$ cat config.mk
export PLATFORM = sky130hd
export DESIGN_NAME = seconds_to_calendar_date_core
export DESIGN_NICKNAME = d
export VERILOG_FILES = /design/src/stcd_pkg.sv /design/src/stcd_serdiv.sv /design/src/stcd_date.sv /design/src/seconds_to_calendar_date_core.sv
export VERILOG_INCLUDE_DIRS = /design/src /design/src/src
export SDC_FILE = /design/constraint.sdc
export NUM_CORES = 1
export LEC_CHECK = 0
export BUFFER_PORTS_ARGS = -buffer_cell sky130_fd_sc_hd__buf_2
export CORE_MARGIN = 4
export CORE_UTILIZATION = 36
export CTS_BUF_LIST = sky130_fd_sc_hd__clkbuf_4 sky130_fd_sc_hd__clkbuf_8
export CTS_CLUSTER_DIAMETER = 200
export DETAILED_ROUTE_END_ITERATION = 8
export PLACE_DENSITY_LB_ADDON = 0.25
export SLEW_MARGIN = 5
export SYNTH_ARGS = -nofsm -noshare
export SYNTH_HDL_FRONTEND = slang
export SYNTH_SLANG_ARGS = --single-unit
$ cat constraint.sdc
create_clock -name clock -period 5.7 [get_ports clock]
set_input_delay 1.71 -clock clock [delete_from_list [all_inputs] [get_ports clock]]
set_output_delay 1.71 -clock clock [all_outputs]
set_load 0.02 [all_outputs]
$ cat src/seconds_to_calendar_date_core_defines.svh
// ----------------------------------------------------------------------------
// Seconds to calendar date core: assertion macros
// Shared concurrent check forms for the converter RTL.
// ----------------------------------------------------------------------------
`ifndef SECONDS_TO_CALENDAR_DATE_CORE_DEFINES_SVH
`define SECONDS_TO_CALENDAR_DATE_CORE_DEFINES_SVH

// Same-cycle implication, quiet during reset.
`define STCD_ASSERT_IMPL(label, clk, rst, ante, cons) \
   label: assert property (@(posedge clk) disable iff (rst) (ante) |-> (cons)) \
      else $error("stcd: same-cycle check failed");

// Next-cycle implication, quiet during reset.
`define STCD_ASSERT_NEXT(label, clk, rst, ante, cons) \
   label: assert property (@(posedge clk) disable iff (rst) (ante) |=> (cons)) \
      else $error("stcd: next-cycle check failed");

`endif

$ cat src/stcd_pkg.sv
// ----------------------------------------------------------------------------
// stcd_pkg
// Types and constants shared by the seconds to calendar date converter.
// ----------------------------------------------------------------------------
`default_nettype none

package stcd_pkg;

   localparam int DIVIDEND_W = 32;
   localparam int DIVISOR_W  = 17;
   localparam int COUNT_W    = 6;
   localparam int DAYS_W     = 16;

   localparam logic [31:0] EPOCH_2000_SECONDS = 32'd946684800;
   localparam logic [31:0] END_2100_SECONDS   = 32'd4102444800;

   localparam logic [DIVISOR_W-1:0] SECONDS_PER_DAY = 17'd86400;
   localparam logic [DIVISOR_W-1:0] SIXTY           = 17'd60;
   localparam logic [DIVISOR_W-1:0] DAYS_PER_WEEK   = 17'd7;

   localparam logic [DAYS_W-1:0] WEEKDAY_OF_2000 = 16'd6;
   localparam logic [DAYS_W-1:0] DAYS_PER_QUAD   = 16'd1461;
   localparam logic [DAYS_W-1:0] DAYS_LEAP_YEAR  = 16'd366;
   localparam logic [DAYS_W-1:0] DAYS_YEAR       = 16'd365;

   localparam logic [6:0] LAST_YEAR  = 7'd99;
   localparam logic [3:0] LAST_MONTH = 4'd11;

   typedef struct packed {
      logic                  start;
      logic [DIVIDEND_W-1:0] dividend;
      logic [DIVISOR_W-1:0]  divisor;
      logic [COUNT_W-1:0]    nbits;
   } div_req_type;

   typedef struct packed {
      logic                  busy;
      logic                  done;
      logic [DIVIDEND_W-1:0] quotient;
      logic [DIVISOR_W-1:0]  remainder;
   } div_res_type;

   typedef struct packed {
      logic       busy;
      logic [4:0] day;
      logic [3:0] month;
      logic [6:0] year;
   } date_res_type;

   // Days in a month, month index 0 is January.
   function automatic logic [DAYS_W-1:0] month_len(input logic [3:0] mon, input logic leap);
      logic [DAYS_W-1:0] len;
      unique case (mon)
         4'd1:                      len = leap ? 16'd29 : 16'd28;
         4'd3, 4'd5, 4'd8, 4'd10:   len = 16'd30;
         default:                   len = 16'd31;
      endcase
      return len;
   endfunction

endpackage

`default_nettype wire

$ cat src/stcd_serdiv.sv
// ----------------------------------------------------------------------------
// stcd_serdiv
// Restoring divider, one quotient bit per cycle, dividend left aligned.
// ----------------------------------------------------------------------------
`default_nettype none

module stcd_serdiv (
   input  wire                       clock,
   input  wire                       reset,
   input  wire stcd_pkg::div_req_type req,
   output stcd_pkg::div_res_type     res
);
   import stcd_pkg::*;

   logic [DIVIDEND_W-1:0] num_ff;
   logic [DIVIDEND_W-1:0] quo_ff;
   logic [DIVISOR_W-1:0]  rem_ff;
   logic [DIVISOR_W-1:0]  dvs_ff;
   logic [COUNT_W-1:0]    cnt_ff;
   logic                  busy_ff;
   logic                  done_ff;

   logic [DIVISOR_W:0]    partial;
   logic [DIVISOR_W:0]    diff;
   logic                  qbit;

   assign partial = {rem_ff, num_ff[DIVIDEND_W-1]};
   assign diff    = partial - {1'b0, dvs_ff};
   assign qbit    = ~diff[DIVISOR_W];

   always_ff @(posedge clock) begin
      if (reset) begin
         busy_ff <= 1'b0;
         done_ff <= 1'b0;
         cnt_ff  <= '0;
      end else begin
         done_ff <= 1'b0;
         if (req.start) begin
            num_ff  <= req.dividend;
            dvs_ff  <= req.divisor;
            cnt_ff  <= req.nbits;
            quo_ff  <= '0;
            rem_ff  <= '0;
            busy_ff <= 1'b1;
         end else if (busy_ff) begin
            num_ff <= {num_ff[DIVIDEND_W-2:0], 1'b0};
            quo_ff <= {quo_ff[DIVIDEND_W-2:0], qbit};
            rem_ff <= qbit ? diff[DIVISOR_W-1:0] : partial[DIVISOR_W-1:0];
            cnt_ff <= cnt_ff - 1'b1;
            if (cnt_ff == COUNT_W'(1)) begin
               busy_ff <= 1'b0;
               done_ff <= 1'b1;
            end
         end
      end
   end

   assign res.busy      = busy_ff;
   assign res.done      = done_ff;
   assign res.quotient  = quo_ff;
   assign res.remainder = rem_ff;

endmodule

`default_nettype wire

$ cat src/stcd_date.sv
// ----------------------------------------------------------------------------
// stcd_date
// Iterative year and month search over a day count since 2000-01-01.
// ----------------------------------------------------------------------------
`default_nettype none

module stcd_date (
   input  wire                        clock,
   input  wire                        reset,
   input  wire                        start,
   input  wire [stcd_pkg::DAYS_W-1:0] days,
   output stcd_pkg::date_res_type     res
);
   import stcd_pkg::*;

   typedef enum logic [1:0] {D_IDLE, D_QUAD, D_YEAR, D_MONTH} phase_type;

   phase_type         phase_ff;
   logic [DAYS_W-1:0] days_ff;
   logic [6:0]        year_ff;
   logic [3:0]        mon_ff;
   logic              leap_ff;

   logic [DAYS_W-1:0] year_len;
   logic [DAYS_W-1:0] mon_len;

   assign year_len = (year_ff[1:0] == 2'd0) ? DAYS_LEAP_YEAR : DAYS_YEAR;
   assign mon_len  = month_len(mon_ff, leap_ff);

   always_ff @(posedge clock) begin
      if (reset) begin
         phase_ff <= D_IDLE;
      end else begin
         unique case (phase_ff)
            D_IDLE: begin
               if (start) begin
                  days_ff  <= days;
                  year_ff  <= '0;
                  mon_ff   <= '0;
                  phase_ff <= D_QUAD;
               end
            end
            D_QUAD: begin
               // Strip whole four-year groups first.
               if (days_ff >= DAYS_PER_QUAD) begin
                  days_ff <= days_ff - DAYS_PER_QUAD;
                  year_ff <= year_ff + 7'd4;
               end else begin
                  phase_ff <= D_YEAR;
               end
            end
            D_YEAR: begin
               if (days_ff >= year_len && year_ff < LAST_YEAR) begin
                  days_ff <= days_ff - year_len;
                  year_ff <= year_ff + 7'd1;
               end else begin
                  leap_ff  <= (year_ff[1:0] == 2'd0);
                  phase_ff <= D_MONTH;
               end
            end
            D_MONTH: begin
               if (days_ff >= mon_len && mon_ff < LAST_MONTH) begin
                  days_ff <= days_ff - mon_len;
                  mon_ff  <= mon_ff + 4'd1;
               end else begin
                  phase_ff <= D_IDLE;
               end
            end
            default: phase_ff <= D_IDLE;
         endcase
      end
   end

   assign res.busy  = (phase_ff != D_IDLE);
   assign res.day   = days_ff[4:0] + 5'd1;
   assign res.month = mon_ff + 4'd1;
   assign res.year  = year_ff;

endmodule

`default_nettype wire

$ cat src/seconds_to_calendar_date_core.sv
// Sequence: an in-range item makes four passes through the shared serial divider, of
//   32, 17, 11 and 16 quotient bits, each with a load and a handoff, then a join that
//   waits for the year/month search and a deliver step; out of range goes to delivery.
// Flow: one item at a time; the next item is taken the cycle after the result
//   enters the output register, and delivery waits while the output register stays full.
//   The year/month search runs beside the divider.
// ----------------------------------------------------------------------------
// seconds_to_calendar_date_core
// Converts a 32-bit Unix time into calendar fields for the years 2000..2099.
// Reset: synchronous, active high; clears the sequencer, the launch pulses and
// the result valid flag.
// ----------------------------------------------------------------------------
`default_nettype none

`include "seconds_to_calendar_date_core_defines.svh"

module seconds_to_calendar_date_core (
   input  wire        clock,
   input  wire        reset,
   input  wire        req_valid,
   output logic       req_ready,
   input  wire [31:0] req_unix_seconds,
   output logic       rsp_valid,
   input  wire        rsp_ready,
   output logic [5:0] rsp_second,
   output logic [5:0] rsp_minute,
   output logic [4:0] rsp_hour,
   output logic [3:0] rsp_hour_twelve,
   output logic       rsp_is_pm,
   output logic [4:0] rsp_day,
   output logic [3:0] rsp_month,
   output logic [6:0] rsp_year_offset,
   output logic [2:0] rsp_weekday,
   output logic       rsp_out_of_range
);
   import stcd_pkg::*;

   typedef enum logic [2:0] {
      S_IDLE, S_DIV_DAY, S_DIV_SEC, S_DIV_MIN, S_DIV_WEEK, S_JOIN, S_DELIVER
   } state_type;

   state_type         state_ff;
   div_req_type       div_req_ff;
   div_res_type       div_res;
   date_res_type      date_res;
   logic              date_start_ff;
   logic [DAYS_W-1:0] days_ff;
   logic [5:0]        second_ff;
   logic [5:0]        minute_ff;
   logic [4:0]        hour_ff;
   logic [2:0]        weekday_ff;
   logic              oor_ff;
   logic              rsp_valid_ff;

   logic              req_xfer;
   logic              in_range;
   logic [31:0]       secs_in;
   logic [DAYS_W-1:0] week_in;
   logic [3:0]        twelve_in;
   logic              pm_in;

   // Shared bit-serial divider: day split, seconds, minutes, weekday.
   stcd_serdiv u_div (
      .clock (clock),
      .reset (reset),
      .req   (div_req_ff),
      .res   (div_res)
   );

   // Year and month search, started as soon as the day count is known.
   stcd_date u_date (
      .clock (clock),
      .reset (reset),
      .start (date_start_ff),
      .days  (days_ff),
      .res   (date_res)
   );

   assign req_ready = (state_ff == S_IDLE);
   assign req_xfer  = req_valid && req_ready;
   assign in_range  = (req_unix_seconds >= EPOCH_2000_SECONDS) &&
                      (req_unix_seconds <  END_2100_SECONDS);
   assign secs_in   = req_unix_seconds - EPOCH_2000_SECONDS;
   assign week_in   = days_ff + WEEKDAY_OF_2000;

   // Midnight reads 12 AM, noon reads 12 PM.
   always_comb begin
      pm_in = (hour_ff >= 5'd12);
      priority if (hour_ff == 5'd0) begin
         twelve_in = 4'd12;
      end else if (hour_ff > 5'd12) begin
         twelve_in = 4'(hour_ff - 5'd12);
      end else begin
         twelve_in = hour_ff[3:0];
      end
   end

   always_ff @(posedge clock) begin
      if (reset) begin
         state_ff         <= S_IDLE;
         rsp_valid_ff     <= 1'b0;
         div_req_ff.start <= 1'b0;
         date_start_ff    <= 1'b0;
      end else begin
         // Launch pulses last one cycle.
         div_req_ff.start <= 1'b0;
         date_start_ff    <= 1'b0;
         // Drop the result once the consumer takes the transfer.
         if (rsp_ready) begin
            rsp_valid_ff <= 1'b0;
         end

         unique case (state_ff)
            S_IDLE: begin
               if (req_xfer) begin
                  oor_ff <= ~in_range;
                  if (in_range) begin
                     div_req_ff <= '{start: 1'b1, dividend: secs_in,
                                     divisor: SECONDS_PER_DAY, nbits: COUNT_W'(32)};
                     state_ff   <= S_DIV_DAY;
                  end else begin
                     state_ff <= S_DELIVER;
                  end
               end
            end
            S_DIV_DAY: begin
               if (div_res.done) begin
                  days_ff       <= div_res.quotient[DAYS_W-1:0];
                  date_start_ff <= 1'b1;
                  // Seconds of the day: 17 significant bits, left aligned.
                  div_req_ff <= '{start: 1'b1,
                                  dividend: {div_res.remainder, 15'b0},
                                  divisor: SIXTY, nbits: COUNT_W'(17)};
                  state_ff   <= S_DIV_SEC;
               end
            end
            S_DIV_SEC: begin
               if (div_res.done) begin
                  second_ff  <= div_res.remainder[5:0];
                  // Minutes of the day stay below 1440: 11 bits.
                  div_req_ff <= '{start: 1'b1,
                                  dividend: {div_res.quotient[10:0], 21'b0},
                                  divisor: SIXTY, nbits: COUNT_W'(11)};
                  state_ff   <= S_DIV_MIN;
               end
            end
            S_DIV_MIN: begin
               if (div_res.done) begin
                  minute_ff  <= div_res.remainder[5:0];
                  hour_ff    <= div_res.quotient[4:0];
                  div_req_ff <= '{start: 1'b1, dividend: {week_in, 16'b0},
                                  divisor: DAYS_PER_WEEK, nbits: COUNT_W'(DAYS_W)};
                  state_ff   <= S_DIV_WEEK;
               end
            end
            S_DIV_WEEK: begin
               if (div_res.done) begin
                  weekday_ff <= div_res.remainder[2:0];
                  state_ff   <= S_JOIN;
               end
            end
            S_JOIN: begin
               if (!date_res.busy) begin
                  state_ff <= S_DELIVER;
               end
            end
            S_DELIVER: begin
               // Hold until the output register is free.
               if (!rsp_valid_ff || rsp_ready) begin
                  rsp_valid_ff     <= 1'b1;
                  rsp_out_of_range <= oor_ff;
                  if (oor_ff) begin
                     rsp_second      <= '0;
                     rsp_minute      <= '0;
                     rsp_hour        <= '0;
                     rsp_hour_twelve <= '0;
                     rsp_is_pm       <= 1'b0;
                     rsp_day         <= '0;
                     rsp_month       <= '0;
                     rsp_year_offset <= '0;
                     rsp_weekday     <= '0;
                  end else begin
                     rsp_second      <= second_ff;
                     rsp_minute      <= minute_ff;
                     rsp_hour        <= hour_ff;
                     rsp_hour_twelve <= twelve_in;
                     rsp_is_pm       <= pm_in;
                     rsp_day         <= date_res.day;
                     rsp_month       <= date_res.month;
                     rsp_year_offset <= date_res.year;
                     rsp_weekday     <= weekday_ff;
                  end
                  state_ff <= S_IDLE;
               end
            end
            default: state_ff <= S_IDLE;
         endcase
      end
   end

   assign rsp_valid = rsp_valid_ff;

   `STCD_ASSERT_IMPL(a_deliver_date_idle, clock, reset,
      (state_ff == S_DELIVER && !oor_ff), !date_res.busy)
   `STCD_ASSERT_IMPL(a_oor_fields_zero, clock, reset,
      (rsp_valid_ff && rsp_out_of_range), (rsp_month == 4'd0 && rsp_day == 5'd0))
   `STCD_ASSERT_IMPL(a_pm_matches_hour, clock, reset,
      (rsp_valid_ff && !rsp_out_of_range), (rsp_is_pm == (rsp_hour >= 5'd12)))
   `STCD_ASSERT_NEXT(a_launch_when_free, clock, reset,
      (req_xfer && in_range), (div_req_ff.start && !div_res.busy))

endmodule

`default_nettype wire
==> flow_summary_export.csv <==
group,metric,value,unit
worst_setup_path,r2r_start,"u_date.year_ff[0]$_DFFE_PP_",
worst_setup_path,crit_fanout,34,
cts,cts_buffers,40,
placed_design,place_ws,967,ps
sta,period_minus_slack,4190,ps
finish,nets,1245,
power,p_sw_share,27.4,%
synthesis,synth_top_area_cell,"edfxtp_1",
power,ir_worst_vdd,120,uV
routing,routed_wl,27800,um
sta,period_share,73.6,%
grt,grt_pass1_vias,8078,
die,pin_count,80,
grt,grt_max_degree,85,
power,p_int,3.10,mW
sta,hold_viol,0,
synthesis,ys_ff_latch,230,
sta,final-setup-viol-count,0,
finish,fin_area,13900,sq um
worst_setup_path,crit_path_end_kind,"flop",
routing,wl_met2,13100,um
worst_hold_path,holdCritPathClass,"flop to flop",
cts,ctsResizeCount,0,
synthesis,ys.flop_type,"edfxtp_1",
power,pwr-share-seq,48.3,%
sta,finalWorstSetupSlack,1510,ps
sta,worst_pin_slew,985,ps
finish,n_antenna_cell,0,
routing,wl_met3,1340,um
cts,post_cts_buffers,0,
synthesis,ys_types,76,
grt,grt_pass1_wl,44000,um
cts,htreeDepth,2,
placed_design,gp_congestion,0.879,
worst_setup_path,cp.required,5880,ps
placed_design,portBuffers,79,
cts,clk_latency,550,ps
die,row_count,67,
die,die_width,193,um
power,p_clk_share,35.6,%
synthesis,async_flop_share,0,%
synthesis,synth_area_leaders,"edfxtp_1 (52%), ha_1 (3.6%), xnor2_1 (3.6%)",
power,leakage,4.91,nW
routing,maxUsedRoutingLayer,"met4",
synthesis,avgSynthCellArea,11.2,sq um
synthesis,ys_seq_area_share,55.0,%
sta,fin_skew,14.9,ps
grt,antenna_found_initial,0,
placed_design,hpwlAfterDp,19400,um
routing,via_per_inst,5.19,
sta,hold_ws,413,ps
finish,syn2layout_area_growth,13.6,%
sta,max_slew_margin,34.2,%
synthesis,syn-cell-area,12300,sq um
grt,overflow,0,
sta,max_freq,0.238,GHz
power,total_power,4.27,mW
routing,drt-pass1-iter-count,7,
finish,drive_gt1_share,17.6,%
synthesis,synthCells,1095,
finish,final_common_cell,"edfxtp_1",
cts,cts.sinks,230,
cts,cts_root_buf,"clkbuf_8",
die,die-area,37100,sq um
synthesis,synth.net_count,1169,
sta,fin_setup_tns,0,ps
cts,postCtsHoldBufs,0,
finish,layout_common_cells,"edfxtp_1 (214), nor2_1 (88), buf_2 (79)",
synthesis,synth_warnings,0,
run_status,status,"finished, final reports clean",
synthesis,synth-edff-count,214,
routing,avgRoutedWirePerCell,16.9,um
cts,tritoncts,"built",
routing,vias,8563,
worst_setup_path,startpoint_type,"input pin",
power,switching_power,1.17,mW
placed_design,placed_cell_area,13100,sq um
power,power.density,306,nW/um^2
sta,rsz0062_at_grt,"false",
grt,grt_usage,14.8,%
routing,ant_nets,0,
worst_hold_path,min_from,"div_req_ff[7]$_DFFE_PP_",
sta,drv_slew,0,
cts,path_clk_slew,70,ps
die,start_util,36.5,%
routing,drtIter0Drc,801,
power,pwr-share-comb,16.1,%
worst_setup_path,crit_start,"req_unix_seconds[26]",
die,core,33600,sq um
routing,drt-met1-wl,12900,um
routing,remaining_drc_errors,0,
flow_run,maxCapViolCount,0,
worst_setup_path,worstPathArrival,4370,ps
cts,clockBufferDepth,3,
worst_setup_path,setup.worst_path.class,"input pin to flop",
synthesis,yosysTopAreaCellShare,52.4,%
die,die_h,193,um
## state kept, by name, summed over array words and instances, names as in the netlist, 4 cells and up
register,cells
div_req_ff,39
u_div.num_ff,32
u_div.rem_ff,17
days_ff,16
u_date.days_ff,16
u_div.quo_ff,16
rsp_year_offset,7
u_date.year_ff,7
minute_ff,6
rsp_minute,6
rsp_second,6
second_ff,6
u_div.cnt_ff,6
hour_ff,5
rsp_day,5
rsp_hour,5
rsp_hour_twelve,4
rsp_month,4
u_date.mon_ff,4
u_div.dvs_ff,4
## Yosys cell counts, types with 4 or more instances
cell       instances
edfxtp_1         214
nor2_1            89
nand2_1           75
a21oi_1           63
nor2b_1           55
xnor2_1           50
clkbuf_1          45
inv_1             44
o21ai_0           39
ha_1              35
mux2_2            33
xor2_1            30
nand3_1           23
nor3_1            23
a31oi_1           16
and2_1            16
dfxtp_1           16
nand2b_1          16
o21ai_1           13
a211oi_1          11
o211ai_1          10
or3_1             10
and3_1             9
mux2i_1            9
nor4_1             9
o22ai_1            9
a222oi_1           8
buf_1              8
o21a_1             8
or4_1              7
and4_1             6
a211o_1            5
a31o_2             5
nand4_1            5
o31a_1             5
a2bb2oi_1          4
mux2_1             4
nand3b_1           4
o21bai_1           4
## metrics by stage
stage	instances	utilization, %
after floorplan	1095	-
after global placement	1577	39.1
after detailed placement	1577	39.1
after CTS	1650	41.5
after global routing	1650	41.5
final	1650	41.5
## worst paths after layout
kind | endpoint | slack (ps) | cells after the start
worst min register to register | u_div.dvs_ff[1]$_DFFE_PP_ | 410 | 0
worst min-delay path | u_div.dvs_ff[1]$_DFFE_PP_ | 410 | 0
worst max-delay path | div_req_ff[46]$_DFFE_PP_ | 1510 | 9
worst max register to register | u_date.year_ff[4]$_DFFE_PP_ | 1730 | 12
## power by group through the flow
stage	clock network (mW)	logic (mW)	registers (mW)
6_report	1.52	0.686	2.06
5_1_grt	1.65	0.768	2.07
4_1_cts	1.57	0.690	2.06
3_5_place_dp	0	0.686	2.09
3_3_place_gp	0	0.678	2.09
2_1_floorplan	0	0.529	2.06
## cell type report
type,count,area [sq um]
repair buffers,91,498
flip-flops and latches,230,6750
clock inverters,21,156
fillers,3227,19700
clock buffers,52,653
inverters,46,173
well taps,448,561
multi-input cells,762,5150
## layer usage
layer	track usage, %	up-vias
met5	0	-
met4	4.06	0
met3	2.64	42
met2	23.6	222
met1	20.9	4098
li1	-	4201
## logic make-up (layout without fill, tap and decap cells)
kind of cell / after synthesis / count (layout) / share of synthesized area [%]
AOI/OAI and AO/OA: 239 / 239 / 12.9
xor gates and xnor gates: 80 / 80 / 5.71
adders and majority gates: 38 / 38 / 4.06
buffers and inverters: 103 / 210 / 3.24
DFF: 230 / 230 / 55.0
muxes: 46 / 46 / 4.13
and+or+nand+nor: 359 / 359 / 14.9
## critical path, stage by stage
cell	delay [ps]
buf_2	120
or4_1	640
nor4_1	430
a31oi_1	170
o211ai_1	140
nand4_1	170
inv_2	270
o21a_1	270
buf_4	440
Power figures use the tool's default switching activity.
